===== src/hdl/bpa_pkg.sv =====
// Shared constants, codes, state type and control structs of the bitmap page allocator.
package bpa_pkg;

	// Bitmap geometry
	localparam int MAP_PAGES = 65536;
	localparam int WORD_BITS = 64;
	localparam int MAP_WORDS = MAP_PAGES / WORD_BITS;
	localparam int WORD_AW   = $clog2(MAP_WORDS);
	localparam int BIT_W     = $clog2(WORD_BITS);
	localparam int PAGE_W    = $clog2(MAP_PAGES) + 1;
	localparam int PNUM_W    = PAGE_W - 1;
	localparam int CNT_W     = PAGE_W + 1;
	localparam int PAGE_SHIFT = 12;
	localparam int ADDR_W    = 28;
	localparam int BYTES_W   = 29;

	// Request kinds
	localparam logic [1:0] KIND_ALLOC = 2'd0;
	localparam logic [1:0] KIND_FREE  = 2'd1;
	localparam logic [1:0] KIND_MARK  = 2'd2;

	// Register indexes
	localparam logic REG_MAP_END      = 1'b0;
	localparam logic REG_SEARCH_START = 1'b1;

	// Reset values of the registers
	localparam logic [16:0] MAP_END_RESET      = 17'd65536;
	localparam logic [15:0] SEARCH_START_RESET = 16'd256;

	typedef enum logic [3:0] {
		ST_INIT,
		ST_IDLE,
		ST_DECODE,
		ST_SCAN_RD,
		ST_SCAN_EV,
		ST_MARK_RD,
		ST_MARK_WR,
		ST_DONE
	} bpa_state_t;

	// Commands from the controller to the datapath
	typedef struct packed {
		logic clr_wr;
		logic load;
		logic scan_rd;
		logic scan_step;
		logic set_fail;
		logic mark_rd;
		logic mark_wr;
		logic res_load;
	} bpa_cmd_t;

	// Status from the datapath to the controller
	typedef struct packed {
		logic       clr_last;
		logic [1:0] kind;
		logic       pages_zero;
		logic       scan_empty;
		logic       found;
		logic       scan_end;
		logic       word_cross;
		logic       mark_done;
		logic       mark_last;
		logic       out_free;
	} bpa_stat_t;

endpackage


===== src/hdl/bpa_ctrl.sv =====
// Controller state machine that sequences clearing, scanning, marking and results.
module bpa_ctrl (
	input  logic               clk,
	input  logic               arst_n,
	input  logic               in_valid,
	output logic               in_ready,
	input  bpa_pkg::bpa_stat_t stat,
	output bpa_pkg::bpa_cmd_t  cmd
);
	import bpa_pkg::*;

	bpa_state_t state_q;
	bpa_state_t state_d;

	// State register.
	always_ff @(posedge clk or negedge arst_n) begin
		if (!arst_n) begin
			state_q <= ST_INIT;
		end else begin
			state_q <= state_d;
		end
	end

	// Next state.
	always_comb begin
		state_d = state_q;
		case (state_q)
			ST_INIT: begin
				if (stat.clr_last) state_d = ST_IDLE;
			end
			ST_IDLE: begin
				if (in_valid) state_d = ST_DECODE;
			end
			ST_DECODE: begin
				case (stat.kind)
					KIND_ALLOC: begin
						if (stat.pages_zero || stat.scan_empty) state_d = ST_DONE;
						else state_d = ST_SCAN_RD;
					end
					KIND_FREE, KIND_MARK: begin
						if (stat.mark_done) state_d = ST_DONE;
						else state_d = ST_MARK_RD;
					end
					default: state_d = ST_DONE;
				endcase
			end
			ST_SCAN_RD: state_d = ST_SCAN_EV;
			ST_SCAN_EV: begin
				if (stat.found) state_d = ST_MARK_RD;
				else if (stat.scan_end) state_d = ST_DONE;
				else if (stat.word_cross) state_d = ST_SCAN_RD;
			end
			ST_MARK_RD: state_d = ST_MARK_WR;
			ST_MARK_WR: begin
				if (stat.mark_last) state_d = ST_DONE;
				else state_d = ST_MARK_RD;
			end
			ST_DONE: begin
				if (stat.out_free) state_d = ST_IDLE;
			end
			default: state_d = ST_INIT;
		endcase
	end

	// Outputs.
	always_comb begin
		cmd      = '0;
		in_ready = 1'b0;
		case (state_q)
			ST_INIT: cmd.clr_wr = 1'b1;
			ST_IDLE: begin
				in_ready = 1'b1;
				cmd.load = in_valid;
			end
			ST_DECODE: begin
				cmd.set_fail = (stat.kind == KIND_ALLOC) && (stat.pages_zero || stat.scan_empty);
			end
			ST_SCAN_RD: cmd.scan_rd = 1'b1;
			ST_SCAN_EV: begin
				cmd.scan_step = 1'b1;
				cmd.set_fail  = stat.scan_end;
			end
			ST_MARK_RD: cmd.mark_rd = 1'b1;
			ST_MARK_WR: cmd.mark_wr = 1'b1;
			ST_DONE:    cmd.res_load = stat.out_free;
			default: ;
		endcase
	end

endmodule


===== config.mk =====
export PLATFORM = sky130hd
export DESIGN_NAME = bpa_ctrl
export DESIGN_NICKNAME = d
export VERILOG_FILES = /design/src/hdl/bpa_pkg.sv /design/src/hdl/bpa_ctrl.sv
export SDC_FILE = /design/constraint.sdc
export NUM_CORES = 1
export LEC_CHECK = 0
export BUFFER_PORTS_ARGS = -buffer_cell sky130_fd_sc_hd__buf_2
export CORE_AREA = 2 2 39 41
export CTS_CLUSTER_SIZE = 40
export DETAILED_ROUTE_END_ITERATION = 10
export DIE_AREA = 0 0 41 43
export PLACE_DENSITY = 0.66
export SLEW_MARGIN = 5
export SYNTH_ARGS = -nofsm -noshare
export SYNTH_HDL_FRONTEND = slang
export SYNTH_SLANG_ARGS = --single-unit
export TNS_END_PERCENT = 10

===== constraint.sdc =====
create_clock -name clk -period 1.2 [get_ports clk]
set_input_delay 0.18 -clock clk [delete_from_list [all_inputs] [get_ports clk]]
set_output_delay 0.18 -clock clk [all_outputs]
set_load 0.02 [all_outputs]

# [After elaboration in Yosys (flattened, before gate mapping)]
# Cells that the tools add are included.
[word_totals] ff_bits=4 output_inout_bits=9
[classes] eq_ne=13 n_mux=20 n_reduce_logical=6
[op_table] cell="4-bit one-hot mux with 8 select lines" n=1
[op_table] cell="4-bit 2-to-1 mux" n=6
[op_table] cell="4-bit by 3-bit == test with 1-bit output, second input constant" n=4
[op_table] cell="4-bit by 2-bit == test with 1-bit output, second input constant" n=2
[op_table] cell="1-bit 2-to-1 mux" n=8
[op_table] cell="4-bit one-hot mux with 2 select lines" n=1
[op_table] cell="2-bit != test, second input constant" n=3
[op_table] cell="4-bit by 1-bit == test with 1-bit output, second input constant" n=1
[op_table] cell="4-bit logical NOT" n=1
[op_table] cell="2-bit 2-to-1 mux" n=2
[op_table] cell="4-bit != test, second input constant" n=1
[op_table] cell="4-bit AND reduction" n=1
[op_table] cell="3-bit 2-to-1 mux" n=1
[op_table] cell="2-bit by 1-bit == test with 1-bit output, second input constant" n=1
[op_table] cell="2-bit == test, second input constant" n=1
[op_table] cell="2-bit logical NOT" n=1
[op_table] cell="1-bit one-hot mux with 2 select lines" n=1
[op_table] cell="2-bit OR reduction" n=1
[op_table] cell="1-bit logical AND" n=1
[op_table] cell="1-bit logical OR" n=1

# [Logic depth before layout (Yosys ltp)]
# Gate-level depths: netlist of the first run.
[depth] word_depth=4 ltp_mapped=6 depth_no_buf=6

# [Least setup slack after synthesis of the first run]
# No wires, ideal clock.
[synth_timing] path_type="register to output" from="reg state_q[2]" to="out cmd[6] (netlist name)" t_arrival_ns=1.456 required_time_ns=1.020 setup_slack_ns=-0.436 path_stages_with_launch=4 cell_sequence="dfrtp_1 > buf_2 > nor3b_1 > and2_1"
[synth_rtl] element="start, declared" line="bpa_ctrl.sv:12" source="bpa_state_t state_q;"
[synth_rtl] element="start signal, assigned" line="bpa_ctrl.sv:20" source="state_q <= state_d;"
[synth_rtl] element="end, declared" line="bpa_ctrl.sv:8" source="output bpa_pkg::bpa_cmd_t cmd"

==> results of run 1 <==
through the flow:
stage / cells / hold WS [ps] / utilization, %
2_1_floorplan: 46 / -115.6 / -
3_3_place_gp: 93 / -25.61 / 44.03
3_5_place_dp: 93 / -23.53 / 44.03
4_1_cts: 100 / 250.8 / 49.55
5_1_grt: 100 / 271.2 / 50.90
6_report: 100 / 259.6 / 50.90
synthesized netlist by cell type:
cell type	number
mux2_4	1
a21boi_2	1
and2_1	2
or2b_1	1
o22ai_1	1
nor3b_1	1
or3_1	1
clkbuf_8	1
a2111oi_1	1
a21oi_1	4
nand2_1	3
a31oi_1	1
nor3_1	2
or3b_1	1
buf_2	1
nor2_1	5
buf_4	1
and3b_1	2
o21ai_0	1
dfrtp_1	3
ha_1	2
inv_1	4
nor4b_4	1
o21ai_2	2
nand3b_1	2
a21o_1	1
cell families after synthesis:
group           count (synthesis)  synth area share (%)
compound gates                 12                 22.11
fa+ha+maj                       2                 6.600
buf+inv                         7                 10.89
flops                           3                 19.80
mux                             1                 3.959
simple gates                   21                 36.64
metal layers:
metal	share of wire, %	routed length [microns]	vias up	global-route usage [%]
met5	0	0	-	0
met4	1.9	19	0	6.000
met3	8.4	82	2	3.141
met2	49	479	18	24.06
met1	41	398	208	14.61
li1	-	-	236	-
layout make-up:
cell class                 instances  area [sq um]  share of cell area [%]
clock buffer                       4         26.28                   3.730
inverter                           4         15.01                   2.131
multi-input combinational         36         307.8                   43.69
sequential                         3         77.57                   11.01
tap                               16         20.02                   2.842
timing repair buffer              37         257.7                   36.59
repair_timing:
item	in CTS	in global routing
setup endpoints to repair	12	12
gates resized for setup	10	8
setup buffers	2	0
hold buffers	1	0
hold endpoints to repair	3	0
pin swaps	2	0
worst max-delay path, delay by kind of cell (launching register included):
kind,cells,cell delay (ps)
flip-flops,1,440
AND/OR/NAND/NOR,1,400
AO/OA/AOI/OAI,1,130
buffers and inverters,1,120
worst paths after layout:
| check | to | cells after the start | slack (ps) |
|---|---|---|---|
| worst max-delay path | cmd[3] | 3 | -310 |
| worst min-delay path | state_q[0] | 3 | 260 |
| worst max register to register | state_q[1] | 5 | -290 |
| worst min register to register | state_q[0] | 2 | 670 |
| max in group asynchronous | state_q[1] | 2 | 810 |
| min in group asynchronous | state_q[0] | 2 | 270 |
where the power goes:
group	leakage [nW]	internal [W]	switching, W	total (W)
Combinational	0.321	0.000624	0.000517	0.00114
Sequential	0.0318	0.000160	0.0000797	0.000240
Clock	0.0150	0.000125	0.0000571	0.000182
placed cells by master, fill, tap and decap left out, types with 2 or more instances in the layout:
cell	netlist	layout
ha_1	2	2
and3b_1	2	2
buf_4	1	17
buf_6	0	4
nand2_1	3	2
buf_2	1	15
clkbuf_4	0	3
a21oi_1	4	3
nand3b_1	2	2
o21ai_2	2	2
dfrtp_2	0	2
inv_1	4	4
nor3_1	2	2
nor2_1	5	3
nor2_2	0	2
==> metrics.txt, run 1 <==
RSZ-0062 raised after global routing true; largest net degree at the start of global routing 9; Synth warnings 0; Top reg by flops state_q; Hold Crit Class input pin to flop; worst skew pair latency 240 ps; Final Setup Violations 10; clk_skew 6.080 ps; top post-synthesis cells by area dfrtp_1, ha_1, nor4b_4; max-slew violation count 0; Total GRT Usage 13.80%; vias in the first global route 449; Least-Margin Pin Slew 258.9 ps; power after layout 0.001563 W; initial antenna violation count 0; Die X 41 microns; CP peak stage delay 440 ps; fin crit share 125.6%; Peak VDD IR 689.5 uV; CTS tree yes; Power Density 2219 nW/um^2; register area share after synthesis 19.80%; post-DR wirelength/cell 9.790 microns; Mapped Cells 46; hpwl dp 771.2 microns; first-pass detailed-route iteration total 1; IO Port Bufs 22; Seq cells post-synth 3; CP startpoint kind flop; Max-cap violations 0; Max H-tree Level 1; CP arrival 1330 ps; drt first-iter violations 0; global-route wire length before repair 1.676 mm; DRC viols 0; Worst Setup SP state_q[2]; post-route cell area 704.4 sq um; fin crit period 1507 ps; worst rel slew slack 82.71%; area leader, netlist dfrtp_1; CP cell instances or3b_4 > a21oi_4 > buf_6; worst r2r src state_q[2]; num rows 14; Sink Count 3; max reg flops 3; top cell type's share of synthesized area 19.80%; Highest Clock Rate 663.7 MHz; leak pwr 0.3677 nW; Die H 43 microns; average size of a mapped cell 8.242 sq um; Area Growth Syn to Fin 85.81%; Final nets 101; violated checks negative setup slack; DIE AREA 1763 sq um; clock transition at the registers of the reported paths 40 ps; share of layout cells above drive strength 1 65.48%; fillers 141; worst path required time 1020 ps; vias post-DR 464; CP Max Fanout 6; syn nets 62; Crit. End Element primary output; kind of critical path flop to primary output; Root Buffer clkbuf_4; Worst path slowest cell dfrtp_2; DRT Wirelength 979 microns; Final WS setup -306.7 ps; Final Hold Vio Count 0; worst hold start in_valid; Initial Util 27.40%; status finished, violations left; antenna cells 0; Via density 4.640; io pins 23; RePlAce Congestion 0.7312; Cell variety after synth 26; pre-CTS setup slack -291.8 ps; Bufs on Longest Clock Path 2; DRT antenna net count 0; setup_tns -1969 ps; CORE AREA 1384 sq um; dpl cell area 609.3 sq um; Post-Syn Area 379.1 sq um; Num CTS Buffers 3; top flop regs state_q: 3 flops; GR Overflow Total 0
Note: power is estimated with default switching activity, not from simulation.
==> inputs of run 2 (changes only) <==
- CTS_BUF_LIST: unset -> sky130_fd_sc_hd__clkbuf_16
==> run 2 against run 1 <==
The run still ends with negative setup slack left. Register-to-register slack about the same. Final cell count did not move. Critical path depth unchanged. First-iteration DRC count up 1. Wire length up 10%. Global-route usage grew 1.1 points. Sequential cell count stayed put. Total power increased by 25%. Sequential power is 3% lower. Clock skew fell by 3.8 ps. Largest power group unchanged. Highest routed layer unchanged.
==> metrics.txt, run 2 (same netlist as run 1, synthesis figures left out) <==
largest net degree at the start of global routing 9 (unchanged); max reg flops 3 (unchanged); Final Hold Vio Count 0 (unchanged); CP Max Fanout 5 (-1); global-route wire length before repair 1.773 mm (+5.8%); Final WS setup -289.4 ps (+17.27 ps); CP delay by family, top flip-flops; io pins 23 (unchanged); Worst Setup SP state_q[2]; fin util 56.15% (+5.2 points); status finished, violations left; leak pwr 0.3999 nW (+8.8%); worst hold start in_valid; RSZ-0062 raised after global routing true; Total GRT Usage 14.94% (+1.1 points); Max-cap violations 0 (unchanged); max-slew violation count 0 (unchanged); worst rel slew slack 82.64% (about the same); fillers 134 (-5.0%); Peak VDD IR 735.5 uV (+6.7%); share of layout cells above drive strength 1 66.67% (+1.2 points); worst r2r path cells 5 (unchanged); CP startpoint kind flop; DRC viols 0 (unchanged); Num CTS Buffers 3 (unchanged); vias in the first global route 482 (+7.3%); drt first-iter violations 1 (+1); violated checks negative setup slack; most frequent cells in the layout buf_4, buf_2, buf_6; Root Buffer clkbuf_16; CORE AREA 1384 sq um (unchanged); worst r2r src state_q[2]; fin crit share 124.1% (-1.4 points); Sw Share 36.32% (-5.5 points); kind of critical path flop to primary output; Crit Reg-Reg Endpoint state_q[1]; top flop regs state_q: 3 flops; Bufs on Longest Clock Path 2 (unchanged); Area Growth Syn to Fin 105.0%; IO Port Bufs 22 (unchanged); Die X 41 microns (unchanged); DRT Wirelength 1.079 mm (+10%); most common cell after layout, fill and taps aside buf_4; Hold Crit Depth 3 (unchanged); Worst Hold Path EP state_q[0]; Sw Pwr 0.0007118 W (+8.9%); Die H 43 microns (unchanged); Logic pwr share 61.5% (-12 points); Power Density 2522 nW/um^2 (+14%); sequential share of power 11.9% (-3.4 points); Hold Crit Class input pin to flop; Crit. End Element primary output; clock transition at the registers of the reported paths 30 ps (about the same); FF-to-FF setup slack -280 ps (about the same); num rows 14 (unchanged); Hold Worst Slack 284.9 ps (+25.23 ps); Highest Clock Rate 671.4 MHz (+1.2%); CP cell instances or3b_4 > a21oi_4 > buf_6; Worst path slowest cell dfrtp_2; initial antenna violation count 0 (unchanged); RePlAce Congestion 0.7312 (unchanged); hpwl dp 771.2 microns (unchanged); fin crit period 1489 ps (-17.27 ps); worst path required time 1020 ps (about the same); Max H-tree Level 1 (unchanged); Via density 4.670 (+0.65%); vias post-DR 467 (+0.65%); antenna cells 0 (unchanged); Least-Margin Pin Slew 259.9 ps (+1.026 ps); DRT antenna net count 0 (unchanged); Final nets 101 (unchanged); first-pass detailed-route iteration total 3 (+2); Top reg by flops state_q; post-DR wirelength/cell 10.79 microns (+10%); clock group share of total power 26.6% (+15 points); Initial Util 27.40% (unchanged); CTS tree yes; GR Overflow Total 0 (unchanged); Final Setup Violations 11 (+1); CP bufs+invs 1 (unchanged); CP peak stage delay 440 ps (about the same); worst skew pair latency 220 ps (-20 ps); area of the multi-input gates 314.1 sq um (+2.0%); DIE AREA 1763 sq um (unchanged); Int Power 0.001248 W (+37%); Reg area 77.57 sq um (unchanged); CP arrival 1310 ps (-20 ps); clk_skew 2.255 ps (-3.826 ps); Sink Count 3 (unchanged)
==> run 2: power groups by stage <==
stage	registers, W	clock network [W]	logic (W)
after floorplan	0.000201	0	0.000710
after global placement	0.000228	0	0.000977
after detailed placement	0.000232	0	0.000986
after CTS	0.000223	0.000527	0.00112
after global routing	0.000243	0.000536	0.00131
final	0.000234	0.000520	0.00121
==> run 2: layout make-up <==
| type | count | share of cell area, % |
|---|---|---|
| Clock buffer | 3 | 9.662 |
| Clock inverter | 1 | 0.4831 |
| Inverter | 4 | 1.932 |
| Multi-Input combinational cell | 36 | 40.42 |
| Sequential cell | 3 | 9.984 |
| Tap cell | 16 | 2.576 |
| Timing Repair Buffer | 37 | 34.94 |
==> run 2: layer usage <==
metal	GRT usage, %	up-vias	routed length, microns
met5	0	-	0
met4	10.00	0	14
met3	4.188	2	75
met2	25.62	18	570
met1	14.10	211	419
li1	-	236	-
==> run 2: what timing repair did <==
action / CTS / global route
hold buffers: 1 / 0
gates resized for setup: 10 / 13
setup buffers: 2 / 0
hold endpoints to repair: 3 / 0
pin swaps: 2 / 2
setup endpoints to repair: 12 / 12
==> run 2: worst reg2reg max path: stages, from the launching register on <==
cell      delay, ps
dfrtp_2         440
buf_4           160
or3_4           330
o21ai_2          70
a21boi_2         70
mux2_4          290
==> run 2: stage by stage <==
stage	std cells	total power (W)	setup TNS [ps]	worst slack [ps]	area (sq um)
6_report	100	0.001960	-1794	-289.4	777.0
5_1_grt	100	0.002088	-2428	-332.1	777.0
4_1_cts	100	0.001867	-2107	-300.0	739.5
3_5_place_dp	93	0.001219	-742.2	-291.8	609.3
3_3_place_gp	93	0.001205	-627.0	-265.8	609.3
2_1_floorplan	46	0.0009102	-329.9	-104.0	421.7
==> run 2: how the worst max path moves through the flow <==
stage                            end  slack (ps)  cells after the start
after detailed placement      cmd[3]        -290                      7
final                         cmd[3]        -290                      3
after floorplan           state_q[1]        -100                      4
after global placement        cmd[3]        -270                      7
after CTS                     cmd[6]        -300                      4
after global routing      state_q[1]        -330                      5
==> inputs of run 3 (changes only) <==
- PLACE_DENSITY: 0.66 -> 0.56
- SETUP_SLACK_MARGIN: unset -> 0.05
==> run 3 against run 2 <==
The run still ends with negative setup slack left. Via count fell by 0.43%. Largest power group unchanged. Sequential power rose by 3%. Global-route usage fell by 1.1 points. Clock-buffer cell count did not move. Sequential share of layout area rose by 0.18 points. Largest cell class unchanged. Critical path type unchanged. Critical endpoint unchanged. Final cell count did not move. Clock power barely moved. Highest routed layer unchanged.
==> metrics.txt, run 3 (same netlist as run 1, synthesis figures left out) <==
max reg flops 3 (unchanged); top flop regs state_q: 3 flops; largest net degree at the start of global routing 9 (unchanged); CP startpoint kind flop; area of the multi-input gates 306.5 sq um (-2.4%); Final Setup Violations 11 (unchanged); DRT Wirelength 997 microns (-7.6%); Num CTS Buffers 3 (unchanged); DIE AREA 1763 sq um (unchanged); worst skew pair latency 230 ps (about the same); global-route wire length before repair 1.621 mm (-8.6%); drt first-iter violations 1 (unchanged); RePlAce Congestion 0.7138 (-2.4%); post-DR wirelength/cell 9.970 microns (-7.6%); most frequent cells in the layout buf_2, buf_4, buf_6; violated checks negative setup slack; Die H 43 microns (unchanged); Top reg by flops state_q; Cell Count Post-Placement 93 (unchanged); Initial Util 27.40% (unchanged); hpwl dp 823.8 microns (+6.8%); worst path required time 1020 ps (about the same); kind of critical path flop to primary output; io pins 23 (unchanged); GR Overflow Total 0 (unchanged); initial antenna violation count 0 (unchanged); clock transition at the registers of the reported paths 30 ps (about the same); Worst Setup SP state_q[1]; DRT antenna net count 0 (unchanged); Hold Crit Class input pin to async pin; DRC viols 0 (unchanged); vias in the first global route 429 (-11%); Least-Margin Pin Slew 256.3 ps (-3.636 ps); dpl cell area 609.3 sq um (unchanged); Total GRT Usage 13.88% (-1.1 points); Final nets 101 (unchanged); max-slew violation count 0 (unchanged); IO Port Bufs 22 (unchanged); CP arrival 1310 ps (about the same); fin crit period 1495 ps (+5.578 ps); CP Max Fanout 6 (+1); CORE AREA 1384 sq um (unchanged); Highest Clock Rate 668.9 MHz (-0.37%); vias post-DR 465 (-0.43%); CTS tree yes; Sink Count 3 (unchanged); status finished, violations left; leak pwr 0.3975 nW (-0.61%); Max H-tree Level 1 (unchanged); clk_skew 3.553 ps (+1.298 ps); fin cells 100 (unchanged); RSZ-0062 raised after global routing true; Area Growth Syn to Fin 101.3%; Crit. End Element primary output; fillers 129 (-3.7%); fin crit share 124.6% (+0.46 points); first-pass detailed-route iteration total 2 (-1); Final WS setup -295.0 ps (-5.578 ps); worst rel slew slack 82.88% (+0.24 points); Via density 4.650 (-0.43%); Root Buffer clkbuf_16; Peak VDD IR 958.2 uV (+30%); Max-cap violations 0 (unchanged); Bufs on Longest Clock Path 2 (unchanged); Hold Worst Slack 275.2 ps (-9.723 ps); Power Density 2511 nW/um^2 (-0.45%); num rows 14 (unchanged); Die X 41 microns (unchanged); post-route cell area 763.2 sq um (-1.8%); share of layout cells above drive strength 1 64.29% (-2.4 points); setup_tns -1863 ps (-69.20 ps); antenna cells 0 (unchanged); worst r2r src state_q[2]; fin util 55.15% (-0.99 points); Reg area 77.57 sq um (unchanged); Final Hold Vio Count 0 (unchanged)
## run 3: cell count changes in the layout (fill, tap and decap cells not counted)
cell	delta
o21ai_1	-1
o21ai_0	+1
nor3_1	+1
nand2_1	+1
nand2_2	-1
buf_6	-1
nor3_2	-1
buf_2	+1
## run 3: path summary, 6_finish.rpt
kind / to / slack, ps / depth (start not counted)
max: cmd[3] / -290 / 4
min: state_q[0] / 280 / 2
max reg2reg: state_q[1] / -270 / 5
min reg2reg: state_q[0] / 660 / 2
max in group asynchronous: state_q[2] / 800 / 2
min in group clk: state_q[0] / 280 / 3
## run 3: final cells by class
type                    count  share of cell area, %
flip-flops and latches      3                  10.16
repair buffers             37                  34.75
well taps                  16                  2.623
clock buffers               3                  9.836
clock inverters             1                 0.4918
inverters                   4                  1.967
multi-input cells          36                  40.16
## run 3: critical path: stages (launching register included)
cell	delay (ps)
dfrtp_2	440
buf_4	160
nand3b_1	200
a21oi_4	170
buf_6	120
## run 3: through the flow
| stage | worst slack (ps) | power, W |
|---|---|---|
| floorplan | -104.0 | 0.0009102 |
| global placement | -258.5 | 0.001213 |
| detailed placement | -274.1 | 0.001228 |
| CTS | -293.7 | 0.001878 |
| global route | -333.1 | 0.002048 |
| finish | -295.0 | 0.001917 |
## run 3: repair_timing
action / in CTS / in global routing
buffers inserted: 2 / 0
endpoints found under the setup margin: 12 / 12
pin swaps: 1 / 1
hold buffers: 1 / 0
gates cloned: 0 / 0
endpoints found under the hold margin: 3 / 0
resized for setup: 12 / 6
## run 3: power breakdown
part / switching, W / internal [W] / leakage (nW)
Combinational: 0.000517 / 0.000635 / 0.323
Clock: 0.0000928 / 0.000430 / 0.0423
Sequential: 0.0000813 / 0.000160 / 0.0318
Total: 0.000691 / 0.00123 / 0.397
## run 3: metal layers
| layer | GRT usage, % | share of wire (%) | up-vias |
|---|---|---|---|
| met3 | 6.283 | 7.4 | 2 |
| met2 | 23.13 | 50 | 18 |
| li1 | - | - | 237 |
| met4 | 6.000 | 1.5 | 0 |
| met5 | 0 | 0 | - |
| met1 | 13.92 | 41 | 208 |
